### config.mk
export PLATFORM = sky130hd
export DESIGN_NAME = permission_mode_spec_parser_top
export DESIGN_NICKNAME = d
export VERILOG_FILES = /design/src/hw/rtl/pmsp_pkg.sv /design/src/hw/rtl/permission_mode_spec_parser_top.sv /design/src/hw/rtl/pmsp_decode.sv /design/src/hw/rtl/pmsp_parse.sv
export SDC_FILE = /design/constraint.sdc
export NUM_CORES = 1
export LEC_CHECK = 0
export BUFFER_PORTS_ARGS = -buffer_cell sky130_fd_sc_hd__buf_2
export CAP_MARGIN = 10
export CORE_AREA = 2 2 107 109
export CTS_CLUSTER_SIZE = 14
export DETAILED_ROUTE_END_ITERATION = 12
export DIE_AREA = 0 0 109 111
export PLACE_DENSITY_LB_ADDON = 0.08
export REMOVE_ABC_BUFFERS = 1
export SLEW_MARGIN = 15
export SYNTH_ARGS = -nofsm -noshare
export SYNTH_HDL_FRONTEND = slang
export SYNTH_HIERARCHICAL = 1
export SYNTH_SLANG_ARGS = --single-unit
### constraint.sdc
create_clock -name clk -period 2.4 [get_ports clk]
set_input_delay 0.48 -clock clk [delete_from_list [all_inputs] [get_ports clk]]
set_output_delay 0.48 -clock clk [all_outputs]
set_load 0.01 [all_outputs]
### src/hw/rtl/pmsp_pkg.sv
// ----------------------------------------------------------------------------
// pmsp_pkg
// Shared types and character codes for the permission mode spec parser.
// ----------------------------------------------------------------------------
package pmsp_pkg;

  localparam int unsigned MODE_W = 12;
  localparam int unsigned PERM_W = 9;

  localparam logic [MODE_W-1:0] MODE_MAX  = 12'o7777;
  localparam logic [PERM_W-1:0] PERM_ALL  = 9'o777;
  localparam logic [PERM_W-1:0] WHO_USR   = 9'o700;
  localparam logic [PERM_W-1:0] WHO_GRP   = 9'o070;
  localparam logic [PERM_W-1:0] WHO_OTH   = 9'o007;
  localparam logic [PERM_W-1:0] PERM_READ = 9'o444;
  localparam logic [PERM_W-1:0] PERM_WRT  = 9'o222;
  localparam logic [PERM_W-1:0] PERM_EXEC = 9'o111;

  localparam logic [7:0] CH_D0    = 8'h30;
  localparam logic [7:0] CH_D1    = 8'h31;
  localparam logic [7:0] CH_D2    = 8'h32;
  localparam logic [7:0] CH_D3    = 8'h33;
  localparam logic [7:0] CH_D4    = 8'h34;
  localparam logic [7:0] CH_D5    = 8'h35;
  localparam logic [7:0] CH_D6    = 8'h36;
  localparam logic [7:0] CH_D7    = 8'h37;
  localparam logic [7:0] CH_U     = 8'h75;
  localparam logic [7:0] CH_G     = 8'h67;
  localparam logic [7:0] CH_O     = 8'h6f;
  localparam logic [7:0] CH_A     = 8'h61;
  localparam logic [7:0] CH_PLUS  = 8'h2b;
  localparam logic [7:0] CH_MINUS = 8'h2d;
  localparam logic [7:0] CH_EQ    = 8'h3d;
  localparam logic [7:0] CH_COMMA = 8'h2c;
  localparam logic [7:0] CH_R     = 8'h72;
  localparam logic [7:0] CH_W     = 8'h77;
  localparam logic [7:0] CH_X     = 8'h78;
  localparam logic [7:0] CH_S     = 8'h73;
  localparam logic [7:0] CH_T     = 8'h74;

  typedef enum logic [1:0] {
    OP_ADD = 2'd0,
    OP_SUB = 2'd1,
    OP_SET = 2'd2
  } op_t;

  typedef enum logic [1:0] {
    CLS_USR = 2'd0,
    CLS_GRP = 2'd1,
    CLS_OTH = 2'd2
  } cls_t;

  typedef enum logic [2:0] {
    PH_EMPTY = 3'b001,
    PH_WHO   = 3'b010,
    PH_OP    = 3'b100
  } phase_t;

  typedef struct packed {
    logic [7:0]        char_code;
    logic              begin_req;
    logic [MODE_W-1:0] start_mode;
    logic              end_marker;
  } in_item_t;

  typedef struct packed {
    logic [MODE_W-1:0] final_mode;
    logic              ok;
    logic              changed;
  } out_item_t;

  typedef struct packed {
    logic              is_digit;
    logic [2:0]        digit;
    logic [PERM_W-1:0] who;
    logic              is_op;
    op_t               op;
    logic              is_comma;
    logic              is_perm;
    logic [PERM_W-1:0] perm;
    logic              is_ref;
    cls_t              ref_cls;
  } dec_t;

endpackage

### src/hw/rtl/permission_mode_spec_parser_top.sv
// ----------------------------------------------------------------------------
// permission_mode_spec_parser_top
// Symbolic or octal permission mode parser, one character per transfer.
// ----------------------------------------------------------------------------
// an end transfer passes the input register, then its result loads the output register
// throughput: one transfer per cycle while no end transfer stalls
// an end transfer stalls only while the output register holds a result not yet taken
// reset: synchronous active-low rst_n clears old mode and work mode to zero, sets
// the parse state to empty and empties both the input and output registers
module permission_mode_spec_parser_top (
  input  logic                clk,
  input  logic                rst_n,
  input  logic                in_valid,
  output logic                in_ready,
  input  pmsp_pkg::in_item_t  in_data,
  output logic                out_valid,
  input  logic                out_ready,
  output pmsp_pkg::out_item_t out_data
);

  logic                s1_valid_r, s1_valid_nxt;
  pmsp_pkg::in_item_t  s1_item_r;
  logic                out_valid_r, out_valid_nxt;
  pmsp_pkg::out_item_t out_data_r;
  pmsp_pkg::dec_t      dec;
  pmsp_pkg::out_item_t res;
  logic                advance, load_out;

  pmsp_decode u_decode (
    .char_code (s1_item_r.char_code),
    .dec       (dec)
  );

  pmsp_parse u_parse (
    .clk   (clk),
    .rst_n (rst_n),
    .step  (advance),
    .item  (s1_item_r),
    .dec   (dec),
    .res   (res)
  );

  assign load_out = s1_valid_r && s1_item_r.end_marker && (!out_valid_r || out_ready);
  assign advance  = s1_valid_r && (!s1_item_r.end_marker || load_out);
  assign in_ready = !s1_valid_r || advance;

  always_comb begin
    s1_valid_nxt  = in_ready ? in_valid : s1_valid_r;
    out_valid_nxt = load_out ? 1'b1 : (out_ready ? 1'b0 : out_valid_r);
  end

  always_ff @(posedge clk) begin
    if (!rst_n) begin
      s1_valid_r  <= 1'b0;
      out_valid_r <= 1'b0;
    end else begin
      s1_valid_r  <= s1_valid_nxt;
      out_valid_r <= out_valid_nxt;
    end
  end

  always_ff @(posedge clk) begin
    if (in_ready && in_valid) begin
      s1_item_r <= in_data;
    end
    if (load_out) begin
      out_data_r <= res;
    end
  end

  assign out_valid = out_valid_r;
  assign out_data  = out_data_r;

endmodule

### src/hw/rtl/pmsp_decode.sv
// ----------------------------------------------------------------------------
// pmsp_decode
// Classifies one mode string character into digit, who, operator and
// permission codes.
// ----------------------------------------------------------------------------
module pmsp_decode (
  input  logic [7:0]    char_code,
  output pmsp_pkg::dec_t dec
);

  always_comb begin
    dec          = '0;
    dec.op       = pmsp_pkg::OP_ADD;
    dec.ref_cls  = pmsp_pkg::CLS_USR;
    dec.digit    = char_code[2:0];
    unique case (char_code)
      pmsp_pkg::CH_D0, pmsp_pkg::CH_D1, pmsp_pkg::CH_D2, pmsp_pkg::CH_D3,
      pmsp_pkg::CH_D4, pmsp_pkg::CH_D5, pmsp_pkg::CH_D6, pmsp_pkg::CH_D7: begin
        dec.is_digit = 1'b1;
      end
      pmsp_pkg::CH_U: begin
        dec.who     = pmsp_pkg::WHO_USR;
        dec.is_ref  = 1'b1;
        dec.ref_cls = pmsp_pkg::CLS_USR;
      end
      pmsp_pkg::CH_G: begin
        dec.who     = pmsp_pkg::WHO_GRP;
        dec.is_ref  = 1'b1;
        dec.ref_cls = pmsp_pkg::CLS_GRP;
      end
      pmsp_pkg::CH_O: begin
        dec.who     = pmsp_pkg::WHO_OTH;
        dec.is_ref  = 1'b1;
        dec.ref_cls = pmsp_pkg::CLS_OTH;
      end
      pmsp_pkg::CH_A: begin
        dec.who = pmsp_pkg::PERM_ALL;
      end
      pmsp_pkg::CH_PLUS: begin
        dec.is_op = 1'b1;
        dec.op    = pmsp_pkg::OP_ADD;
      end
      pmsp_pkg::CH_MINUS: begin
        dec.is_op = 1'b1;
        dec.op    = pmsp_pkg::OP_SUB;
      end
      pmsp_pkg::CH_EQ: begin
        dec.is_op = 1'b1;
        dec.op    = pmsp_pkg::OP_SET;
      end
      pmsp_pkg::CH_COMMA: begin
        dec.is_comma = 1'b1;
      end
      pmsp_pkg::CH_R: begin
        dec.is_perm = 1'b1;
        dec.perm    = pmsp_pkg::PERM_READ;
      end
      pmsp_pkg::CH_W: begin
        dec.is_perm = 1'b1;
        dec.perm    = pmsp_pkg::PERM_WRT;
      end
      pmsp_pkg::CH_X: begin
        dec.is_perm = 1'b1;
        dec.perm    = pmsp_pkg::PERM_EXEC;
      end
      // setuid, setgid and sticky fall outside the who mask
      pmsp_pkg::CH_S, pmsp_pkg::CH_T: begin
        dec.is_perm = 1'b1;
      end
      default: begin
        dec.is_digit = 1'b0;
      end
    endcase
  end

endmodule

### src/hw/rtl/pmsp_parse.sv
// ----------------------------------------------------------------------------
// pmsp_parse
// Parse state for one mode string: octal tracking, clause building and the
// working mode, with the result formed on the end item.
// ----------------------------------------------------------------------------
module pmsp_parse (
  input  logic                 clk,
  input  logic                 rst_n,
  input  logic                 step,
  input  pmsp_pkg::in_item_t   item,
  input  pmsp_pkg::dec_t       dec,
  output pmsp_pkg::out_item_t  res
);

  logic [pmsp_pkg::MODE_W-1:0] old_r, old_nxt, work_r, work_nxt;
  logic [pmsp_pkg::PERM_W-1:0] who_r, who_nxt, perm_r, perm_nxt;
  pmsp_pkg::op_t               op_r, op_nxt;
  pmsp_pkg::phase_t            phase_r, phase_nxt;
  logic                        err_r, err_nxt;
  logic [pmsp_pkg::MODE_W-1:0] octv_r, octv_nxt;
  logic                        octok_r, octok_nxt;
  logic                        any_r, any_nxt;

  logic [pmsp_pkg::MODE_W-1:0] old_b, work_b, closed_work, res_mode;
  logic [pmsp_pkg::PERM_W-1:0] who_b, perm_b;
  pmsp_pkg::op_t               op_b;
  pmsp_pkg::phase_t            phase_b;
  logic                        err_b, octok_b, any_b, close_err, oct_res, ok;
  logic [pmsp_pkg::MODE_W-1:0] octv_b;
  logic [pmsp_pkg::MODE_W+2:0] oct_shift;
  logic [2:0]                  ref_src;

  function automatic logic [pmsp_pkg::MODE_W-1:0] merge_clause(
    input logic [pmsp_pkg::MODE_W-1:0] wm,
    input logic [pmsp_pkg::PERM_W-1:0] who,
    input logic [pmsp_pkg::PERM_W-1:0] perm,
    input pmsp_pkg::op_t               op
  );
    logic [pmsp_pkg::PERM_W-1:0] w;
    logic [pmsp_pkg::MODE_W-1:0] m, wx;
    w  = (who == '0) ? pmsp_pkg::PERM_ALL : who;
    m  = {3'b000, perm & w};
    wx = {3'b000, w};
    case (op)
      pmsp_pkg::OP_SUB: merge_clause = wm & ~m;
      pmsp_pkg::OP_SET: merge_clause = (wm & ~wx) | m;
      default:          merge_clause = wm | m;
    endcase
  endfunction

  always_comb begin
    // begin loads the old mode and clears the parse
    old_b   = item.begin_req ? item.start_mode : old_r;
    work_b  = item.begin_req ? item.start_mode : work_r;
    who_b   = item.begin_req ? '0 : who_r;
    perm_b  = item.begin_req ? '0 : perm_r;
    op_b    = item.begin_req ? pmsp_pkg::OP_ADD : op_r;
    phase_b = item.begin_req ? pmsp_pkg::PH_EMPTY : phase_r;
    err_b   = item.begin_req ? 1'b0 : err_r;
    octv_b  = item.begin_req ? '0 : octv_r;
    octok_b = item.begin_req ? 1'b0 : octok_r;
    any_b   = item.begin_req ? 1'b0 : any_r;

    close_err   = (phase_b == pmsp_pkg::PH_WHO);
    closed_work = (phase_b == pmsp_pkg::PH_OP) ?
                  merge_clause(work_b, who_b, perm_b, op_b) : work_b;

    oct_shift = {octv_b, 3'b000} | {12'd0, dec.digit};
    unique case (dec.ref_cls)
      pmsp_pkg::CLS_GRP: ref_src = work_b[5:3];
      pmsp_pkg::CLS_OTH: ref_src = work_b[2:0];
      default:           ref_src = work_b[8:6];
    endcase

    oct_res  = any_b & octok_b;
    ok       = oct_res | ~(err_b | close_err);
    res_mode = oct_res ? octv_b : (ok ? closed_work : old_b);
    res.final_mode = res_mode;
    res.ok         = ok;
    res.changed    = ok && (res_mode != old_b);

    old_nxt   = old_b;
    work_nxt  = work_b;
    who_nxt   = who_b;
    perm_nxt  = perm_b;
    op_nxt    = op_b;
    phase_nxt = phase_b;
    err_nxt   = err_b;
    octv_nxt  = octv_b;
    octok_nxt = octok_b;
    any_nxt   = any_b;

    if (item.end_marker) begin
      work_nxt  = old_b;
      who_nxt   = '0;
      perm_nxt  = '0;
      op_nxt    = pmsp_pkg::OP_ADD;
      phase_nxt = pmsp_pkg::PH_EMPTY;
      err_nxt   = 1'b0;
      octv_nxt  = '0;
      octok_nxt = 1'b0;
      any_nxt   = 1'b0;
    end else begin
      // octal tracking
      if (!any_b) begin
        octok_nxt = dec.is_digit;
        octv_nxt  = dec.is_digit ? {9'd0, dec.digit} : '0;
      end else if (octok_b) begin
        if (!dec.is_digit || (oct_shift[pmsp_pkg::MODE_W+2:pmsp_pkg::MODE_W] != 3'd0)) begin
          octok_nxt = 1'b0;
        end else begin
          octv_nxt = oct_shift[pmsp_pkg::MODE_W-1:0];
        end
      end
      // symbolic clauses
      if (!err_b) begin
        if (dec.is_comma) begin
          err_nxt   = close_err;
          work_nxt  = closed_work;
          who_nxt   = '0;
          perm_nxt  = '0;
          op_nxt    = pmsp_pkg::OP_ADD;
          phase_nxt = pmsp_pkg::PH_EMPTY;
        end else if (phase_b != pmsp_pkg::PH_OP) begin
          priority if (dec.who != '0) begin
            who_nxt   = who_b | dec.who;
            phase_nxt = pmsp_pkg::PH_WHO;
          end else if (dec.is_op) begin
            op_nxt    = dec.op;
            phase_nxt = pmsp_pkg::PH_OP;
          end else begin
            err_nxt = 1'b1;
          end
        end else begin
          priority if (dec.is_perm) begin
            perm_nxt = perm_b | dec.perm;
          end else if (dec.is_ref) begin
            perm_nxt = perm_b | {3{ref_src}};
          end else begin
            err_nxt = 1'b1;
          end
        end
      end
      any_nxt = 1'b1;
    end
  end

  always_ff @(posedge clk) begin
    if (!rst_n) begin
      old_r   <= '0;
      work_r  <= '0;
      who_r   <= '0;
      perm_r  <= '0;
      op_r    <= pmsp_pkg::OP_ADD;
      phase_r <= pmsp_pkg::PH_EMPTY;
      err_r   <= 1'b0;
      octv_r  <= '0;
      octok_r <= 1'b0;
      any_r   <= 1'b0;
    end else if (step) begin
      old_r   <= old_nxt;
      work_r  <= work_nxt;
      who_r   <= who_nxt;
      perm_r  <= perm_nxt;
      op_r    <= op_nxt;
      phase_r <= phase_nxt;
      err_r   <= err_nxt;
      octv_r  <= octv_nxt;
      octok_r <= octok_nxt;
      any_r   <= any_nxt;
    end
  end

  // an end transfer leaves a cleared parse
  a_end_clears: assert property (@(posedge clk) disable iff (!rst_n)
    (step && item.end_marker) |=> (phase_r == pmsp_pkg::PH_EMPTY) && !any_r && !err_r)
    else $error("parse state not cleared after end transfer");

  // no characters yet means work mode still equals old mode
  a_idle_work: assert property (@(posedge clk) disable iff (!rst_n)
    !any_r |-> (work_r == old_r) && !octok_r && !err_r)
    else $error("work mode diverged before any character");

  // a partial clause needs at least one character
  a_phase_any: assert property (@(posedge clk) disable iff (!rst_n)
    (phase_r != pmsp_pkg::PH_EMPTY) |-> any_r)
    else $error("clause phase set with no character seen");

endmodule
==> flow_summary_export.csv, run 1 <==
group,metric,value,unit
final_layout,final_cell_area,0.00715,sq mm
place,placed_cell_area,0.00658,sq mm
yosys,ys_seq_area_share,40.1,%
clocking,clkTransAtPathRegs,0.07,ns
grt,grtUsageTotal,26.5,%
detailed_routing,drc,0,
sta,hold_viol_final,0,
worst_setup_path,crit_slowest_cell,"or4_4",
clocking,clockBufferDepth,2,
detailed_routing,drt_iter0_drc,259,
final_layout,drive_gt1_share,29.6,%
yosys,synth-edff-count,36,
yosys,synthTopCellsByCount,"dfxtp_1, nand2_1, nor2b_1",
worst_setup_path,critical-path-top-delay-family,"simple AND/OR/NAND/NOR gates",
worst_setup_path,crit_type,"flip-flop to flip-flop",
final_layout,syn2layout_area_growth,21.2,%
yosys,yosysWarnings,6,
yosys,synth_compound_area_share,21.1,%
yosys,synth_cell_types,80,
place,dp_cells,836,
yosys,synth.most_common_cell,"dfxtp_1",
yosys,synth-async-reset-ratio,0,%
detailed_routing,postRouteAntennaNets,0,
clocking,cts.sinks,100,
sta,setup_ws,-0.0123,ns
worst_setup_path,cp_max_fo,4,
clocking,numCtsBuffers,9,
place,port-buffer-count,41,
yosys,synth_area_leader_cell,"dfxtp_1",
floorplanning,coreArea,0.0111,sq mm
floorplanning,die_area,0.0121,sq mm
yosys,synth_top_area_share,21.7,%
pwr,p_leak,2.71,nW
final_layout,n_antenna_cell,0,
detailed_routing,wl,15400,um
floorplanning,fp-row-count,39,
yosys,synth_fa_ha_area_share,0.424,%
hold_path,hp-class,"input port to flip-flop",
outcome,violations,"setup timing",
job,drv_cap,0,
floorplanning,io_pins,42,
outcome,outcome,"finished with violations",
yosys,synth-simple-area-share,22.4,%
grt,grt_pass1_vias,4935,
worst_setup_path,crit_chain,"or4_4 > o31ai_4 > buf_4 > a21boi_1 > o211a_4 > xnor2_1 > nor4b_2 > a22oi_1",
sta,holdWs,0.299,ns
sta,tns,-0.0123,ns
place,place_congestion,0.918,
clocking,cts_tree,"yes",
place,dpl.hpwl,11100,um
sta,clock_skew,0.0119,ns
yosys,synth_area_per_cell,9.45,sq um
grt,grt_pass1_wl,24700,um
floorplanning,dieHeight,111,um
clocking,holdBufCountCts,0,
detailed_routing,drt-vias-per-instance,5.93,
detailed_routing,dr_total_vias,5076,
yosys,synth_top_family_by_area,"simple AND/OR/NAND/NOR gates",
pwr,powerDensity,540,mW/mm^2
yosys,syn_area,0.00590,sq mm
detailed_routing,drt-pass1-iter-count,5,
sta,finalCritPeriodShare,101,%
worst_setup_path,crit_path_end_kind,"flip-flop",
yosys,synthCells,624,
sta,worst_slew_pin_slew,0.804,ns
clocking,htreeDepth,3,
yosys,synth_mux_area_share,6.22,%
final_layout,fin_cells,856,
final_layout,fin_nets,736,
sta,rsz0062_at_grt,"yes",
yosys,ys_top_cells_by_area,"dfxtp_1, edfxtp_1, nor2b_1",
floorplanning,start_util,53.2,%
sta,slew_headroom,46.1,%
floorplanning,die_width,109,um
worst_setup_path,cp-start-kind,"flip-flop",
worst_setup_path,crit_buf_inv,1,
detailed_routing,wl_per_cell,18.0,um
final_layout,nFillCells,928,
clocking,clk_latency,0.35,ns
grt,grt_max_degree,47,
sta,setup_violations,1,
pwr,vdd_drop_max,0.000468,V
place,place_ws,-0.0517,ns
sta,finalCriticalPeriod,2.41,ns
grt,grt_overflow,0,
yosys,synth-seq-cells,100,
worst_setup_path,crit_required,2.50,ns
sta,drv_slew,0,
grt,antenna_found_initial,0,
clocking,clockRootBuffer,"clkbuf_16",
yosys,ys.flop_type,"dfxtp_1",
worst_setup_path,critPathMaxStageDelay,0.61,ns
sta,max_freq,415,MHz
yosys,synth_xor_area_share,2.97,%
worst_setup_path,cp.arrival,2.51,ns
==> cell families (layout without fill, tap and decap cells) <==
family,count (synthesis),after routing
AOI/OAI and AO/OA,177,177
xor gates and xnor gates,20,20
adders and majority gates,2,2
buffers and inverters,66,155
DFF,100,100
muxes,28,28
and+or+nand+nor,231,231
==> placed cells by master, fill, tap and decap left out, types with 7 or more instances in the layout <==
cell type and instances:
buf_4 79, o211a_1 11, nor3_1 12, buf_2 41, nand3_1 7, o22ai_1 11, o21ai_0 30, a22oi_1 23
nand2b_1 11, mux2_2 7, xnor2_1 14, mux2i_4 7, dfxtp_1 64, nand2_1 51, a21oi_1 27, edfxtp_1 36
nor4_1 8, nor2b_1 37, nor2_1 36, inv_1 13, and2_1 11, mux2i_1 9, clkbuf_16 9
==> flip-flops by register name, summed over array words and instances (netlist names), 2 cells and up <==
register         count
s1_item_r           22
out_data            14
u_parse/octv_r      12
u_parse/old_r       12
u_parse/work_r      12
u_parse/perm_r       9
u_parse/who_r        9
u_parse/phase_r      3
u_parse/op_r         2
==> layout make-up <==
cell class              count  area, sq um  share of cell area [%]
clock buffers              11          233                    3.26
clock inverters             5         52.6                   0.735
inverters                  14         52.6                   0.735
multi-input cells         458         3390                    47.4
flip-flops and latches    100         2360                    33.0
well taps                 143          179                    2.50
repair buffers            125          881                    12.3
==> stage by stage <==
stage / power (mW) / util, %
CTS: 3.85 / 62.3
global placement: 2.41 / 59.4
floorplan: 2.20 / -
finish: 3.86 / 64.5
detailed placement: 2.42 / 59.4
global route: 4.00 / 64.5
==> report_power, final <==
part	switching, mW	internal, mW
registers	0.0486	1.82
logic	0.293	0.265
clock network	0.629	0.804
total	0.970	2.89
==> final timing paths <==
path	endpoint	start	slack [ns]	cells after the start
worst min-delay path	s1_item_r[15]	in_data[15]	0.30	1
worst min register to register	u_parse/old_r[4]	u_parse/old_r[4]	0.51	1
worst max-delay path	out_data[0]	u_parse/who_r[3]	-0.01	8
worst max register to register	out_data[0]	u_parse/who_r[3]	-0.01	8
==> routing by layer <==
metal  up-vias  track usage [%]  wire (um)
met2       176             41.7       7410
met1      2420             35.6       6590
met3        25             5.76       1010
li1       2455                -          -
met4         0             9.66        382
met5         -                0          0
==> what timing repair did <==
item,4_1_cts,5_1_grt
setup endpoints to repair,22,45
setup buffers,0,4
pin swaps,2,7
resized for setup,8,46
Note: power is estimated with default switching activity, not from simulation.
==> run 2: changes to the inputs <==
ABC_AREA = 1   (was unset)
CORE_AREA = 2 2 106 108   (was 2 2 107 109)
DIE_AREA = 0 0 108 110   (was 0 0 109 111)
==> run 2 against run 1 <==
Critical path depth rose by 5; global-route usage rose by 0.45 points; fmax rose by 6.3%; the flow now finishes without violations; synthesized area fell by 2.6%; largest power group unchanged; cell count rose by 17%; worst setup slack improved by 0.14 ns; first-iteration DRC count rose by 12%; sequential power barely moved; clock skew rose by 0.0031 ns; non-clock buffer count fell by 53; critical endpoint unchanged.
==> flow_summary_export.csv, run 2 <==
group,metric,value,unit
final_layout,fin_nets,885,
sta,setup_ws,0.130,ns
worst_setup_path,r2r-start,"s1_item_r[13]",
worst_setup_path,cp-start-kind,"flip-flop",
clocking,htreeDepth,3,
detailed_routing,wl_per_cell,15.3,um
yosys,ys_top_cells_by_area,"dfxtp_1, edfxtp_1, nand2_1",
yosys,synthCells,817,
clocking,clkTransAtPathRegs,0.10,ns
sta,max_freq,441,MHz
yosys,synth_area_leader_cell,"dfxtp_1",
clocking,clockBufferDepth,2,
yosys,yosysWarnings,6,
yosys,ys.flop_type,"dfxtp_1",
worst_setup_path,rr_worst_depth,13,
hold_path,hp-class,"input port to flip-flop",
hold_path,whs_path_depth,1,
clocking,holdBufCountCts,0,
yosys,syn_area,0.00575,sq mm
floorplanning,die_width,108,um
yosys,synthTopCellsByCount,"nand2_1, inv_1, a21oi_1",
sta,setup_violations,0,
yosys,synth_area_per_cell,7.03,sq um
detailed_routing,postRouteAntennaNets,0,
sta,finalCriticalPeriod,2.27,ns
worst_setup_path,endpoint,"out_data[0]",
yosys,synth-async-reset-ratio,0,%
final_layout,multi_input_area,0.00268,sq mm
worst_setup_path,crit_path_start,"s1_item_r[13]",
clocking,clockRootBuffer,"clkbuf_8",
sta,holdWs,0.256,ns
job,drv_cap,0,
final_layout,syn2layout_area_growth,11.3,%
floorplanning,start_util,53.7,%
detailed_routing,drc,0,
grt,grt_max_degree,36,
outcome,outcome,"finished, final reports clean",
final_layout,final_common_cell,"nand2_1",
floorplanning,dieHeight,110,um
final_layout,register_area,0.00236,sq mm
pwr,p_leak,2.83,nW
grt,grt_overflow,0,
pwr,power,3.37,mW
final_layout,regMostFlops,"s1_item_r",
floorplanning,coreArea,0.0107,sq mm
clocking,clk_latency,0.40,ns
worst_setup_path,cp_max_fo,21,
floorplanning,fp-row-count,38,
detailed_routing,drt-vias-per-instance,5.43,
final_layout,final_cell_mix,"nand2_1, inv_1, a21oi_1",
final_layout,drive_gt1_share,16.4,%
place,place_congestion,0.953,
yosys,synth-edff-count,36,
worst_setup_path,crit_required,2.55,ns
detailed_routing,dr_total_vias,5438,
place,dpl.hpwl,11200,um
worst_setup_path,crit_path_end_kind,"flip-flop",
sta,hold_viol_final,0,
sta,worst_slew_pin_slew,0.604,ns
yosys,synth_top_area_share,22.3,%
place,place_ws,0.0725,ns
yosys,synth-seq-cells,100,
pwr,powerDensity,527,mW/mm^2
worst_setup_path,crit_type,"flip-flop to flip-flop",
detailed_routing,drt_iter0_drc,291,
final_layout,largest_reg_flops,22,
clocking,cts.sinks,100,
clocking,cts_tree,"yes",
detailed_routing,wl,15300,um
clocking,numCtsBuffers,9,
final_layout,n_antenna_cell,0,
worst_setup_path,rr_endpoint,"out_data[0]",
pwr,vdd_drop_max,0.000440,V
sta,drv_slew,0,
detailed_routing,drt-pass1-iter-count,5,
sta,finalCritPeriodShare,94.6,%
sta,slew_headroom,59.4,%
grt,antenna_found_initial,0,
yosys,synth.most_common_cell,"nand2_1",
grt,grtUsageTotal,26.9,%
grt,grt_pass1_wl,24500,um
sta,rsz0062_at_grt,"yes",
grt,grt_pass1_vias,5124,
yosys,synth_cell_types,41,
floorplanning,io_pins,42,
worst_setup_path,cp.arrival,2.42,ns
final_layout,nFillCells,1036,
worst_setup_path,r2r_setup_slack,0.13,ns
place,port-buffer-count,41,
sta,clock_skew,0.0150,ns
yosys,ys_seq_area_share,41.1,%
floorplanning,die_area,0.0119,sq mm
==> run 2: cell count changes in the layout (fill, tap and decap cells not counted), sizes merged, moves of 12 or more <==
cell,before,now
and2,12,0
nand3,9,38
buf,125,72
nand2b,12,0
nor2b,40,0
a22oi,23,1
a21oi,32,93
inv,14,133
nor4,12,0
xnor2,14,0
o211a,12,0
mux2i,21,0
nand2,52,257
==> run 2: kinds of logic after synthesis <==
kind of cell / count (synthesis) / synth area share, %
AND/OR/NAND/NOR: 366 / 28.1
adder cells (fa/ha/maj): 2 / 0.435
flip-flops: 100 / 41.1
buffers and inverters: 176 / 13.7
AO/OA/AOI/OAI: 172 / 16.5
XOR/XNOR: 1 / 0.152
==> run 2: area by class of cell <==
class	count	area share, %
clock buffer	10	2.00
clock inverter	6	0.978
inverter	133	7.96
multi-input combinational	541	41.9
sequential	100	36.9
tap	140	2.74
timing repair buffer	72	7.43
==> run 2: worst min-delay path by stage <==
stage / from / to / slack (ns)
after global routing: in_data[21] / s1_item_r[21] / 0.24
after detailed placement: u_parse/octv_r[11] / u_parse/octv_r[11] / 0.46
after floorplan: u_parse/octv_r[11] / u_parse/octv_r[11] / 0.45
after CTS: in_data[14] / s1_item_r[14] / 0.24
after global placement: u_parse/octv_r[11] / u_parse/octv_r[11] / 0.45
final: in_data[7] / s1_item_r[7] / 0.26
==> run 2: repair_timing <==
| action | 4_1_cts | 5_1_grt |
|---|---|---|
| buffers inserted | 0 | 6 |
| endpoints found under the setup margin | 0 | 16 |
| resized for setup | 0 | 28 |
==> run 2: where the power goes <==
| part | switching (mW) | internal, mW |
|---|---|---|
| sequential | 0.0272 | 1.82 |
| clock | 0.605 | 0.480 |
| combinational | 0.295 | 0.144 |
| total | 0.927 | 2.44 |
==> run 2: per-stage QoR <==
stage	setup TNS (ns)	std cells	util (%)	instance area (sq um)
4_1_cts	0	996	58.6	6260
3_5_place_dp	0	980	56.8	6070
3_3_place_gp	0	980	56.8	6070
6_report	0	1002	59.8	6390
2_1_floorplan	-4.36	774	-	5470
5_1_grt	-0.196	1002	59.8	6390
==> run 2: critical path, cell delays in order, from the launching register on <==
cell	delay [ns]
edfxtp_1	0.38
buf_4	0.15
inv_8	0.07
buf_12	0.16
a21oi_1	0.40
nand2_1	0.13
nand3_1	0.13
nand2_1	0.08
nand2_1	0.09
nand3_1	0.10
nor2_1	0.11
nand2_1	0.05
nor2_1	0.08
nand3_1	0.07
==> run 2: per-layer routing <==
| metal | part of all wire, % | track usage [%] | vias to the layer above |
|---|---|---|---|
| met5 | 0 | 0 | - |
| met4 | 2.3 | 11.2 | 0 |
| met3 | 7.1 | 5.53 | 28 |
| met2 | 47 | 45.3 | 211 |
| met1 | 43 | 34.0 | 2498 |
| li1 | - | - | 2701 |
==> run 3: changes to the inputs <==
clock period = 1.9 ns   (was 2.4 ns; I/O delays follow)
==> run 3 against run 2 <==
Largest cell class unchanged; clock power increased by 22%; critical path depth rose by 3; die area unchanged; sequential power grew 27%; worst hold slack worse by 0.10 ns; first-iteration DRC count up 20%; register-to-register slack got worse by 0.57 ns; sequential cell count unchanged; final area increased by 27%; utilization is 16 points higher; fmax shrank 3.0%; the flow now finishes with violations (setup timing); clock skew down 0.0049 ns.
==> flow_summary_export.csv, run 3 (synthesized netlist as in run 2, its figures left out) <==
group,metric,value,unit
pwr,power,4.52,mW
final_layout,final_common_cell,"nand2_1",
worst_setup_path,cp-start-kind,"flip-flop",
pwr,powerDensity,554,mW/mm^2
sta,tns,-6.18,ns
clocking,clkTransAtPathRegs,0.10,ns
detailed_routing,wl_per_cell,16.2,um
sta,slew_headroom,68.9,%
sta,finalCriticalPeriod,2.34,ns
hold_path,hp-class,"input port to flip-flop",
clocking,cts_tree,"yes",
detailed_routing,drt-vias-per-instance,5.46,
grt,grt_pass1_vias,6014,
final_layout,syn2layout_area_growth,41.9,%
final_layout,final_cell_area,0.00815,sq mm
floorplanning,die_area,0.0119,sq mm
outcome,violations,"setup timing",
detailed_routing,dr_total_vias,6182,
sta,worst_slew_pin_slew,0.462,ns
hold_path,hold_start,"in_data[17]",
detailed_routing,drt_iter0_drc,348,
clocking,clockBufferDepth,2,
worst_setup_path,r2r-start,"s1_item_r[13]",
sta,setup_violations,41,
grt,grt_pass1_wl,28300,um
final_layout,largest_reg_flops,22,
pwr,vdd_drop_max,0.000633,V
floorplanning,io_pins,42,
detailed_routing,wl,18300,um
clocking,cts.sinks,100,
worst_setup_path,crit_path_start,"s1_item_r[13]",
job,drv_cap,0,
floorplanning,die_width,108,um
detailed_routing,postRouteAntennaNets,0,
detailed_routing,drc,0,
place,place_congestion,0.987,
pwr,p_leak,3.64,nW
sta,clock_skew,0.0102,ns
worst_setup_path,crit_type,"flip-flop to flip-flop",
grt,grt_max_degree,32,
floorplanning,fp-row-count,38,
final_layout,utilization,76.2,%
final_layout,final_cell_mix,"nand2_1, buf_4, inv_1",
final_layout,n_antenna_cell,0,
grt,antenna_found_initial,0,
sta,setup_ws,-0.440,ns
clocking,numCtsBuffers,9,
worst_setup_path,cp.arrival,2.49,ns
grt,grtUsageTotal,30.8,%
detailed_routing,drt-pass1-iter-count,5,
place,dpl.hpwl,12100,um
sta,hold_viol_final,0,
clocking,clockRootBuffer,"clkbuf_8",
worst_setup_path,crit_path_end_kind,"flip-flop",
grt,grt_overflow,0,
final_layout,regMostFlops,"s1_item_r",
floorplanning,start_util,53.7,%
floorplanning,coreArea,0.0107,sq mm
clocking,htreeDepth,3,
sta,finalCritPeriodShare,123,%
floorplanning,dieHeight,110,um
place,placed_cell_area,0.00691,sq mm
outcome,outcome,"finished with violations",
worst_setup_path,cp_max_fo,8,
sta,max_freq,427,MHz
final_layout,drive_gt1_share,42.0,%
place,port-buffer-count,41,
sta,drv_slew,0,
clocking,clk_latency,0.39,ns
worst_setup_path,crit_required,2.05,ns
sta,rsz0062_at_grt,"yes",
final_layout,fin_nets,1015,
run 3: cell types whose count changed in the layout (fill, tap and decap cells not counted), sizes merged:
| cell | before | now |
|---|---|---|
| buf | 72 | 200 |
| bufinv | 1 | 0 |
| clkbuf | 10 | 12 |
| inv | 133 | 135 |
| clkinvlp | 2 | 1 |
run 3: timing repair:
item                       CTS  global route
hold buffers                 0             0
setup buffers               20            13
setup endpoints to repair   51            56
cloned                       2             1
pin swaps                   45            57
resized for setup          122           130
run 3: cell type report:
type	count	area [sq um]
tap	140	175
timing repair buffer	200	1570
inverter	133	524
clock buffer	12	156
timing repair inverter	2	13.8
multi-input combinational	541	3320
sequential	100	2360
clock inverter	4	31.3
fill	759	2540
run 3: power by group:
group	switching (mW)	internal (mW)
registers	0.0342	2.29
clock network	0.768	0.565
logic	0.491	0.368
total	1.29	3.23
run 3: path summary, 6_finish.rpt:
kind | slack, ns | cells after the start | to
setup / recovery | -0.44 | 16 | out_data[0]
hold / removal | 0.15 | 1 | s1_item_r[17]
setup reg to reg | -0.44 | 16 | out_data[0]
hold reg to reg | 0.47 | 2 | u_parse/perm_r[3]
run 3: layer usage:
layer	share of wire, %	global-route usage [%]
met3	6.8	6.11
met5	0	0
met2	51	55.8
met1	40	36.2
met4	3.1	11.4
run 3: critical path, cell delays in order (launching register included):
cell and delay (ns):
edfxtp_1 0.51, clkinv_4 0.17, nand2_2 0.10, nand2_1 0.07
nor2_2 0.14, buf_4 0.14, nand3_4 0.13, nand2_2 0.12
nand2_1 0.07, nand2_2 0.08, nand3_2 0.08, nand2_2 0.08
nand2_1 0.06, nand2_1 0.09, nand2_1 0.06, nor2_1 0.10
nand3_1 0.06
run 3: through the flow:
stage / hold WS, ns / cells / worst slack [ns]
final: 0.154 / 1132 / -0.440
after CTS: 0.139 / 1122 / -0.343
after global routing: 0.130 / 1132 / -0.581
after detailed placement: 0.458 / 1084 / -0.370
after floorplan: 0.445 / 774 / -0.735
after global placement: 0.453 / 1084 / -0.294
